## config.mk

```make
export PLATFORM = sky130hd
export DESIGN_NAME = lsb_stego_frame_embedder
export DESIGN_NICKNAME = d
export VERILOG_FILES = /design/src/rtl/core/lsbse_pkg.sv /design/src/rtl/core/lsbse_embed.sv /design/src/rtl/core/lsb_stego_frame_embedder.sv
export SDC_FILE = /design/constraint.sdc
export NUM_CORES = 1
export LEC_CHECK = 0
export ABC_CLOCK_PERIOD_IN_PS = 7650
export BUFFER_PORTS_ARGS = -buffer_cell sky130_fd_sc_hd__buf_2
export CORE_UTILIZATION = 50
export DETAILED_ROUTE_END_ITERATION = 12
export GPL_ROUTABILITY_DRIVEN = 0
export PLACE_DENSITY = 0.75
export SLEW_MARGIN = 15
export SYNTH_ARGS = -nofsm -noshare
export SYNTH_HDL_FRONTEND = slang
export SYNTH_SLANG_ARGS = --single-unit
```

## constraint.sdc

```tcl
create_clock -name clk -period 7.65 [get_ports clk]
set_clock_uncertainty 0.1 [all_clocks]
set_input_delay 0.765 -clock clk [delete_from_list [all_inputs] [get_ports clk]]
set_output_delay 0.765 -clock clk [all_outputs]
set_load 0.01 [all_outputs]
```

## src/rtl/core/lsbse_pkg.sv

```systemverilog
package lsbse_pkg;

	localparam int KIND_W = 2;
	localparam int SEC_W  = 3;
	localparam int IDX_W  = 5;
	localparam int CNT_W  = 32;

	localparam logic [KIND_W-1:0] KIND_PAYLOAD = 2'd0;
	localparam logic [KIND_W-1:0] KIND_COVER   = 2'd1;
	localparam logic [KIND_W-1:0] KIND_START   = 2'd2;

	localparam logic [SEC_W-1:0] SEC_HEADER    = 3'd0;
	localparam logic [SEC_W-1:0] SEC_MAGIC_LEN = 3'd1;
	localparam logic [SEC_W-1:0] SEC_MAGIC     = 3'd2;
	localparam logic [SEC_W-1:0] SEC_EXT_LEN   = 3'd3;
	localparam logic [SEC_W-1:0] SEC_EXT       = 3'd4;
	localparam logic [SEC_W-1:0] SEC_SIZE      = 3'd5;
	localparam logic [SEC_W-1:0] SEC_DATA      = 3'd6;
	localparam logic [SEC_W-1:0] SEC_TAIL      = 3'd7;

	localparam logic [1:0] REG_MAGIC_LEN = 2'd0;
	localparam logic [1:0] REG_EXT_LEN   = 2'd1;
	localparam logic [1:0] REG_SECRET    = 2'd2;

	typedef struct packed {
		logic [SEC_W-1:0] sec;
		logic [CNT_W-1:0] cnt;
		logic [IDX_W-1:0] bidx;
		logic [7:0]       held;
		logic             held_v;
		logic [7:0]       act;
		logic             ovr;
	} emb_state_t;

	typedef struct packed {
		logic             valid;
		logic [7:0]       out_byte;
		logic [SEC_W-1:0] section;
		logic             starved;
		logic             overrun;
	} emb_result_t;

	typedef struct packed {
		logic [7:0]  magic_len;
		logic [7:0]  ext_len;
		logic [31:0] secret;
	} emb_cfg_t;

endpackage

```

## src/rtl/core/lsbse_embed.sv

```systemverilog
module lsbse_embed import lsbse_pkg::*; #(
	parameter int HEADER_BYTES = 54,
	parameter int LENGTH_BITS  = 32
) (
	input  emb_state_t        st,
	input  emb_cfg_t          cfg,
	input  logic [KIND_W-1:0] kind,
	input  logic [7:0]        value,
	output emb_state_t        nxt,
	output emb_result_t       res
);

	logic [SEC_W-1:0] s;
	logic [CNT_W-1:0] cnt;
	logic [IDX_W-1:0] bidx;
	logic [CNT_W-1:0] plen;
	logic             is_char;
	logic [7:0]       ch;
	logic             bit_v;

	always_comb begin
		is_char = (st.sec == SEC_MAGIC) || (st.sec == SEC_EXT) || (st.sec == SEC_DATA);
		case (st.sec)
			SEC_MAGIC_LEN, SEC_MAGIC: plen = {24'd0, cfg.magic_len};
			SEC_EXT_LEN, SEC_EXT:     plen = {24'd0, cfg.ext_len};
			default:                  plen = cfg.secret;
		endcase
	end

	always_comb begin
		nxt   = st;
		res   = '0;
		s     = st.sec;
		cnt   = st.cnt;
		bidx  = st.bidx;
		ch    = st.act;
		bit_v = 1'b0;
		res.out_byte = value;
		unique case (kind)
			KIND_PAYLOAD: begin
				if (st.held_v) begin
					nxt.ovr = 1'b1;
				end
				nxt.held   = value;
				nxt.held_v = 1'b1;
			end
			KIND_START: begin
				nxt.sec  = SEC_HEADER;
				nxt.cnt  = '0;
				nxt.bidx = '0;
				nxt.act  = '0;
				nxt.ovr  = 1'b0;
			end
			KIND_COVER: begin
				// leave a finished header or character part
				if (st.sec == SEC_HEADER) begin
					if (st.cnt >= CNT_W'(HEADER_BYTES)) begin
						s    = SEC_MAGIC_LEN;
						cnt  = '0;
						bidx = '0;
					end
				end else if (is_char && st.bidx == '0 && st.cnt >= plen) begin
					s    = st.sec + SEC_W'(1);
					cnt  = '0;
					bidx = '0;
				end
				res.valid = 1'b1;
				res.section = s;
				case (s)
					SEC_HEADER: begin
						cnt = cnt + CNT_W'(1);
					end
					SEC_MAGIC_LEN, SEC_EXT_LEN, SEC_SIZE: begin
						case (s)
							SEC_MAGIC_LEN: bit_v = cfg.magic_len[bidx[2:0]] & (bidx < 5'd8);
							SEC_EXT_LEN:   bit_v = cfg.ext_len[bidx[2:0]] & (bidx < 5'd8);
							default:       bit_v = cfg.secret[bidx];
						endcase
						res.out_byte = {value[7:1], bit_v};
						if (bidx >= IDX_W'(LENGTH_BITS - 1)) begin
							s    = s + SEC_W'(1);
							cnt  = '0;
							bidx = '0;
						end else begin
							bidx = bidx + IDX_W'(1);
						end
					end
					SEC_MAGIC, SEC_EXT, SEC_DATA: begin
						if (bidx == '0) begin
							if (st.held_v) begin
								ch = st.held;
								nxt.held_v = 1'b0;
							end else begin
								ch = '0;
								res.starved = 1'b1;
							end
						end
						bit_v = ch[bidx[2:0]];
						res.out_byte = {value[7:1], bit_v};
						if (bidx[2:0] == 3'd7) begin
							bidx = '0;
							cnt  = cnt + CNT_W'(1);
						end else begin
							bidx = bidx + IDX_W'(1);
						end
					end
					default: begin
					end
				endcase
				nxt.sec  = s;
				nxt.cnt  = cnt;
				nxt.bidx = bidx;
				nxt.act  = ch;
				res.overrun = st.ovr;
			end
			default: begin
			end
		endcase
	end

endmodule

```

## src/rtl/core/lsb_stego_frame_embedder.sv

```systemverilog
// Hides a framed payload in the least significant bits of a stream of cover image
// bytes. Each input beat is a payload byte, a cover byte or a start-of-image marker;
// only cover bytes give an output beat. After HEADER_BYTES header bytes come the
// magic length, magic characters, extension length, extension characters, secret
// size and secret bytes, one bit per cover byte, LSB first; lengths take LENGTH_BITS
// cover bytes. Payload bytes must arrive ahead of the cover bytes that carry them and
// are held one deep; a missing byte embeds zeros and raises starved, an overwritten
// one sets the sticky overrun flag until the next start. Throughput is one beat per
// clock while out_stall is low; one input register comes first, then the section/bit
// counter update and bit select feeding the output register. The user must write
// registers only while the block is idle; the block itself does not enforce this.
module lsb_stego_frame_embedder import lsbse_pkg::*; #(
	parameter int HEADER_BYTES = 54,
	parameter int LENGTH_BITS  = 32
) (
	input  logic              clk,
	input  logic              arst_n,
	input  logic              wr_en,
	input  logic [1:0]        wr_index,
	input  logic [31:0]       wr_data,
	input  logic              in_valid,
	output logic              in_stall,
	input  logic [KIND_W-1:0] kind,
	input  logic [7:0]        value,
	output logic              out_valid,
	input  logic              out_stall,
	output logic [7:0]        out_byte,
	output logic [SEC_W-1:0]  section,
	output logic              starved,
	output logic              overrun
);

	emb_cfg_t          cfg_q;
	emb_state_t        state_q;
	emb_state_t        state_nxt;
	emb_result_t       res;
	logic              valid_s1;
	logic [KIND_W-1:0] kind_s1;
	logic [7:0]        value_s1;
	logic              out_valid_q;
	logic [7:0]        out_byte_q;
	logic [SEC_W-1:0]  section_q;
	logic              starved_q;
	logic              overrun_q;
	logic              out_free;
	logic              adv;
	logic              accept;

	always_ff @(posedge clk or negedge arst_n) begin
		if (!arst_n) begin
			cfg_q.magic_len <= 8'd0;
			cfg_q.ext_len   <= 8'd4;
			cfg_q.secret    <= 32'd0;
		end else if (wr_en) begin
			unique case (wr_index)
				REG_MAGIC_LEN: cfg_q.magic_len <= wr_data[7:0];
				REG_EXT_LEN:   cfg_q.ext_len   <= wr_data[7:0];
				REG_SECRET:    cfg_q.secret    <= wr_data;
				default: begin
				end
			endcase
		end
	end

	assign out_free = !out_valid_q || !out_stall;
	assign adv      = valid_s1 && ((kind_s1 != KIND_COVER) || out_free);
	assign in_stall = valid_s1 && !adv;
	assign accept   = in_valid && !in_stall;

	always_ff @(posedge clk or negedge arst_n) begin
		if (!arst_n) begin
			valid_s1 <= 1'b0;
		end else if (accept) begin
			valid_s1 <= 1'b1;
		end else if (adv) begin
			valid_s1 <= 1'b0;
		end
	end

	always_ff @(posedge clk) begin
		if (accept) begin
			kind_s1  <= kind;
			value_s1 <= value;
		end
	end

	lsbse_embed #(
		.HEADER_BYTES(HEADER_BYTES),
		.LENGTH_BITS (LENGTH_BITS)
	) u_embed (
		.st   (state_q),
		.cfg  (cfg_q),
		.kind (kind_s1),
		.value(value_s1),
		.nxt  (state_nxt),
		.res  (res)
	);

	always_ff @(posedge clk or negedge arst_n) begin
		if (!arst_n) begin
			state_q <= '0;
		end else if (adv) begin
			state_q <= state_nxt;
		end
	end

	always_ff @(posedge clk or negedge arst_n) begin
		if (!arst_n) begin
			out_valid_q <= 1'b0;
		end else if (adv && res.valid) begin
			out_valid_q <= 1'b1;
		end else if (!out_stall) begin
			out_valid_q <= 1'b0;
		end
	end

	always_ff @(posedge clk) begin
		if (adv && res.valid) begin
			out_byte_q <= res.out_byte;
			section_q  <= res.section;
			starved_q  <= res.starved;
			overrun_q  <= res.overrun;
		end
	end

	assign out_valid = out_valid_q;
	assign out_byte  = out_byte_q;
	assign section   = section_q;
	assign starved   = starved_q;
	assign overrun   = overrun_q;

`ifndef NO_ASSERTIONS
	a_char_bidx: assert property (@(posedge clk) disable iff (!arst_n)
		(state_q.sec == SEC_MAGIC || state_q.sec == SEC_EXT || state_q.sec == SEC_DATA)
		|-> (state_q.bidx < 5'd8))
		else $error("bit index out of range in character part");

	a_header_cnt: assert property (@(posedge clk) disable iff (!arst_n)
		(state_q.sec == SEC_HEADER)
		|-> (state_q.bidx == '0 && state_q.cnt <= CNT_W'(HEADER_BYTES)))
		else $error("header counter past header length");

	a_starved_sec: assert property (@(posedge clk) disable iff (!arst_n)
		(adv && res.valid && res.starved)
		|-> (res.section == SEC_MAGIC || res.section == SEC_EXT || res.section == SEC_DATA))
		else $error("starved outside a character part");

	a_ovr_clear: assert property (@(posedge clk) disable iff (!arst_n)
		$fell(state_q.ovr) |-> $past(adv && kind_s1 == KIND_START))
		else $error("overrun flag cleared without start beat");
`endif

endmodule

```

=== Yosys cells after proc, flatten, opt, wreduce, memory -nomap -nowiden ===
Cells that the tools add are included.
W data, S select, Z words.

* Register bits after elaboration: 131
* Bits in latches: 0
* Bits in writable memories: 0
* Bits in read-only memories: 0
* Input bits: 49
* Output and inout port bits: 15
* Memories: 0

* Add/sub/neg operators: 4
* Multipliers: 0
* Divide/modulo/power cells: 0
* Order comparisons: 6
* Equality and inequality tests: 21
* Shift operators: 0
* Mux-type cells: 51
* Bitwise logic cells: 2
* Reduce and logical (&&, ||, !) cells: 37

{| class="wikitable"
|+ Operators by type and width
! cell !! number
|-
| $mux W32 || 6
|-
| $pmux W32 S3 || 1
|-
| $pmux W40 S2 || 1
|-
| $pmux W32 S2 || 1
|-
| $mux W8 || 5
|-
| $add A32 B1 Y32 const B || 1
|-
| $ge A32 B32 Y1 || 1
|-
| $ge A32 B6 Y1 const B || 1
|-
| $mux W5 || 6
|-
| $eq A3 B3 Y1 const B || 6
|-
| $mux W3 || 6
|-
| $pmux W8 S2 || 1
|-
| $mux W1 || 14
|-
| $mux W14 || 1
|-
| $eq A3 B2 Y1 const B || 4
|-
| $logic_not A5 Y1 || 2
|-
| $pmux W5 S2 || 1
|-
| $reduce_and A2 Y1 || 5
|-
| $bmux W1 S3 || 3
|-
| $reduce_and A3 Y1 || 3
|-
| $pmux W1 S2 || 4
|-
| $reduce_bool A2 Y1 || 4
|-
| $add A3 B1 Y3 const B || 2
|-
| $eq A3 B1 Y1 const B || 2
|-
| other kinds (19) || 40
|}

=== Longest topological paths before layout ===
* Depth in word-level cells: 18
* Mapped depth: 26

=== Cells and area by module ===
A second synthesis with hierarchy kept.

* Cells, all modules: 885
* Area total of the unflattened synthesis: 8989.9 µm²

{| class="wikitable"
|+ By module, submodules not included
! module !! instances !! cells an instance !! area an instance (µm²) !! seq. area each (µm²)
|-
| lsb_stego_frame_embedder || 1 || 258 || 4865.9 || 3394.5
|-
| lsbse_embed || 1 || 627 || 4124.0 || 0.0
|}

=== Worst setup path before layout ===
OpenSTA, ideal clock, no wires.

* Path type: register -> register
* Start point: register state_q[55] (netlist bit)
* End point: register state_q[45] (netlist bit)
* Library setup time: 66 ps
* Arrival: 5295 ps
* Required time: 7484 ps
* Setup slack: 2189 ps
* Cell stages (with the launch flop): 26
* Path through: dfrtp_1 > inv_1 > ha_1 > clkbuf_1 > mux2_2 > nor2_1 > clkbuf_1 > nand2_1 > ha_1 > a21oi_1 > nand2_1 > a221oi_1 > nand2_1 > a211oi_2 > buf_6 > nand2_1 > o21ai_0 > inv_1 > ha_1 > ha_1 > nor4_1 > nor2_2 > a21oi_2 > nand2b_4 > buf_6 > a221o_1

* Longest elaborated chain between the ends: 12

{| class="wikitable"
|+ RTL lines
! element !! RTL line !! RTL
|-
| start: declaration || lsb_stego_frame_embedder.sv:34 || <nowiki>emb_state_t state_q;</nowiki>
|-
| start signal: assignment || lsb_stego_frame_embedder.sv:103 || <nowiki>state_q <= state_nxt;</nowiki>
|-
| $eq A3 B2 Y1 (tied with other cells) || lsbse_embed.sv:23 || <nowiki>case (st.sec)</nowiki>
|-
| $reduce_or A2 Y1 or $logic_or A1 B1 Y1 (tied branches) || lsbse_embed.sv:23, lsbse_embed.sv:22 ||
|-
| $pmux W32 S2 or $logic_or A1 B1 Y1 (tied branches) || lsbse_embed.sv:23, lsbse_embed.sv:22 ||
|-
| $ge A32 B32 Y1 or $logic_and A1 B1 Y1 (tied branches) || lsbse_embed.sv:62 || <nowiki>end else if (is_char && st.bidx == '0 && st.cnt >= plen) begin</nowiki>
|-
| $logic_and A1 B1 Y1 || lsbse_embed.sv:62 ||
|-
| $mux W32 (tied with other cells) || lsbse_embed.sv:62 ||
|-
| $mux W32 (tied with other cells) || lsbse_embed.sv:56 || <nowiki>if (st.sec == SEC_HEADER) begin</nowiki>
|-
| $mux W32 (tied with other cells) || lsbse_embed.sv:39 || <nowiki>unique case (kind)</nowiki>
|-
| $add A32 B1 Y32 (tied with other cells) || lsbse_embed.sv:71, lsbse_embed.sv:102 ||
|-
| $mux W32 (tied with other cells) || lsbse_embed.sv:100 || <nowiki>if (bidx[2:0] == 3'd7) begin</nowiki>
|-
| $pmux W32 S3 (*) || lsbse_embed.sv:69 || <nowiki>case (s)</nowiki>
|-
| $pmux W40 S2 (*) || lsbse_embed.sv:39 ||
|}

Mark *: on every way between the ends. The rest lies on a longest branch, timed or not. The select of a mux whose other input is x is not followed.
A chain may end at the register's enable or synchronous reset.

=== Final worst setup path ===
* Start point: register state_q[55] (netlist bit)
* End point: register state_q[34] (netlist bit)

Same word-level chain as after synthesis.

==> metrics <==
DIE HEIGHT 129.3 um; layout cell share with drive strength beyond 1 0.2129; die area 16,710 um2; final-stage net count 968; number of max-cap violations 0; pwr/cell area 199.6 nW/um2; Post-synth EDFFs 23; synthesized cell area 8100 um2; syn_area_per_cell 9.963 um2; Setup Crit Path Kind flip-flop to flip-flop; Slew Limit Headroom 0.3004; Met3 Wirelength 1.579 mm; DR WL/cell 18.84 um; Final period util 0.8367; post-synthesis cell count 813; fin crit period 6401 ps; status completed; final WL 20.71 mm; Non-Filler Instances 1,099; total power draw 0.001823 W; initial core utilization 0.5118; post-synthesis mux area share 0.1097; Core Rows 46; post-synthesis adder-cell area fraction 0.07569; Top FF cell, synth dfrtp_1; CTS Root Cell clkbuf_16; GRT overflow 0; leakage power 4.037 nW; CTS buffer count 17; Post-Synth Simple-Gate Area 0.1747; number of port buffers 63; Fmax achieved 0.1562 GHz; Reg area 3395 um2; antenna cells 0; maximum VDD drop 164.2 uV; unique cell type count in the Yosys netlist 81; DR DRC count 0; Post-CTS Resized 0; Final setup viols 0; IO Count 64; Seq/Total Area, Yosys 0.4191; met2 wire len 9.459 mm; H-tree levels 4; multi-input logic area 4438 um2; FF+latch count, synth 131; final hold vios 0; CTS tree built; Pre-Repair DR Iteration Count 7; Max stage delay cell, worst path nor3_4; Final TNS setup 0 ps; Hold WC Path Type primary input to asynchronous set/reset pin; synthesis-to-layout area growth 12.77%; CP Launch Type flip-flop; initial DRC count 808; number of clock sinks 131; final core occ 0.5772; CTS max path bufs 2; largest family of logic cells by synthesized area compound AO/OA/AOI/OAI gates; crit path capture type flip-flop; Slew Viols, Final 0; Inst Count DP 1,067; via density per instance 6.170; fillcell total 1,369; vias in the first global route 6,501; Post-CTS Repair Setup Buffers 0; GRT Overall Usage 0.2656; uppermost layer routed met4; syn_nets 911; Yosys warnings 0; unrepaired setup endpoints after global routing no; # hold bufs at CTS 0; post-synthesis xor/xnor area fraction 0.001081; core area 15,830 um2; initial antenna violation count 0; Via Count 6,781; commonest non-fill, non-tap cell in the layout dfrtp_1; antenna viol nets, final 0; crit-path cells inv_1 > ha_1 > nor2_1 > nor2_1 > nor2_2 > buf_4 > nand2_1 > nand2_1 > ha_1 > nand2b_1 > a2111o_1 > a311oi_2 > a21oi_1 > a211oi_2 > buf_4 > nand2_1 > o21ai_0 > ha_1 > o21ai_0 > and2_1 > a211o_1 > nor3_4 > a21oi_1 > a31oi_1; clock-pin transition on the worst setup and hold timing paths 60 ps; post-synthesis compound-gate area fraction 0.1858; global-route wire length before repair 34.17 mm; WL met1 9.251 mm; most frequent cells in the layout dfrtp_1, nand2_1, buf_2, mux2_2, ha_1; Max FO, Critical Path 32; max incr delay on CP 640 ps; Post-DP HPWL 15.03 mm; largest net degree at the start of global routing 66; chip width 129.3 um; later-pin clock latency in the skew report 420 ps; Worst EP arrival 6640 ps; Critical Path RT 7890 ps; worst-margin pin slew 1038 ps; Async SR Flop Fraction 0.8244
[worst paths after layout]
check / from / to / slack [ps] / cells past startpoint
max in group asynchronous: arst_n / cfg_q[31] / 5970 / 2
worst min register to register: value_s1[5] / out_byte[5] / 350 / 0
worst min-delay path: arst_n / out_valid / 250 / 1
worst max-delay path: state_q[55] / state_q[34] / 1250 / 24
min in group clk: value_s1[5] / out_byte[5] / 350 / 0
worst max register to register: state_q[55] / state_q[34] / 1250 / 24
[metal layers]
metal	GRT usage	vias up
li1	-	3188
met1	0.3793	3264
met2	0.4102	300
met3	0.04789	29
met4	0.08304	0
met5	0	-
[cells in the mapped netlist (16+ instances only)]
library cell / n / area, um2
ha_1: 49 / 613.1
nor3_1: 27 / 135.1
mux2i_1: 19 / 190.2
nand3_1: 20 / 100.1
clkbuf_1: 20 / 75.07
nand2_1: 94 / 352.8
mux2_2: 61 / 686.9
o21ai_0: 39 / 195.2
a21oi_1: 48 / 240.2
nor2_1: 38 / 142.6
and3_1: 22 / 137.6
dfrtp_1: 107 / 2678
inv_1: 31 / 116.4
edfxtp_1: 23 / 690.7
a22o_1: 16 / 140.1
[flip-flops by register name (all words and copies together) (netlist names), 2 cells and up]
register  count
state_q      58
out_byte      8
kind_s1       2
cfg_q        48
value_s1      8
section       3
[worst max-delay path, delay by kind of cell, from the launching register on]
kind | cells | cell delay, ps
compound gates | 9 | 2390
fa+ha+maj | 3 | 890
buf+inv | 3 | 690
flops | 1 | 400
simple gates | 9 | 1830
[per-stage QoR]
stage	hold WS [ps]	setup slack, ps	area [um2]
2_1_floorplan	322.2	2189	8100
3_3_place_gp	328.6	1565	8584
3_5_place_dp	342.1	1372	8584
4_1_cts	276.3	1357	9130
5_1_grt	302.6	708.8	9135
6_report	253.0	1249	9135
[logic make-up after synthesis]
kind of cell / count (synthesis)
AO/OA/AOI/OAI: 214
XOR/XNOR: 1
adder cells (fa/ha/maj): 49
buffers and inverters: 64
flip-flops: 131
multiplexers: 81
AND/OR/NAND/NOR: 273
[where the power goes]
part           internal (W)  switching, W  total, W
combinational      0.000109      0.000114  0.000223
clock              0.000422      0.000337  0.000758
sequential         0.000779     0.0000629  0.000842
total               0.00131      0.000514   0.00182
[cell type report]
type / instances / area share
well taps: 216 / 0.02958
flip-flops and latches: 131 / 0.3716
clock inverters: 15 / 0.01315
clock buffers: 17 / 0.04657
repair buffers: 69 / 0.03972
multi-input cells: 618 / 0.4858
inverters: 33 / 0.01356
Note: power is estimated with default switching activity, not from simulation.
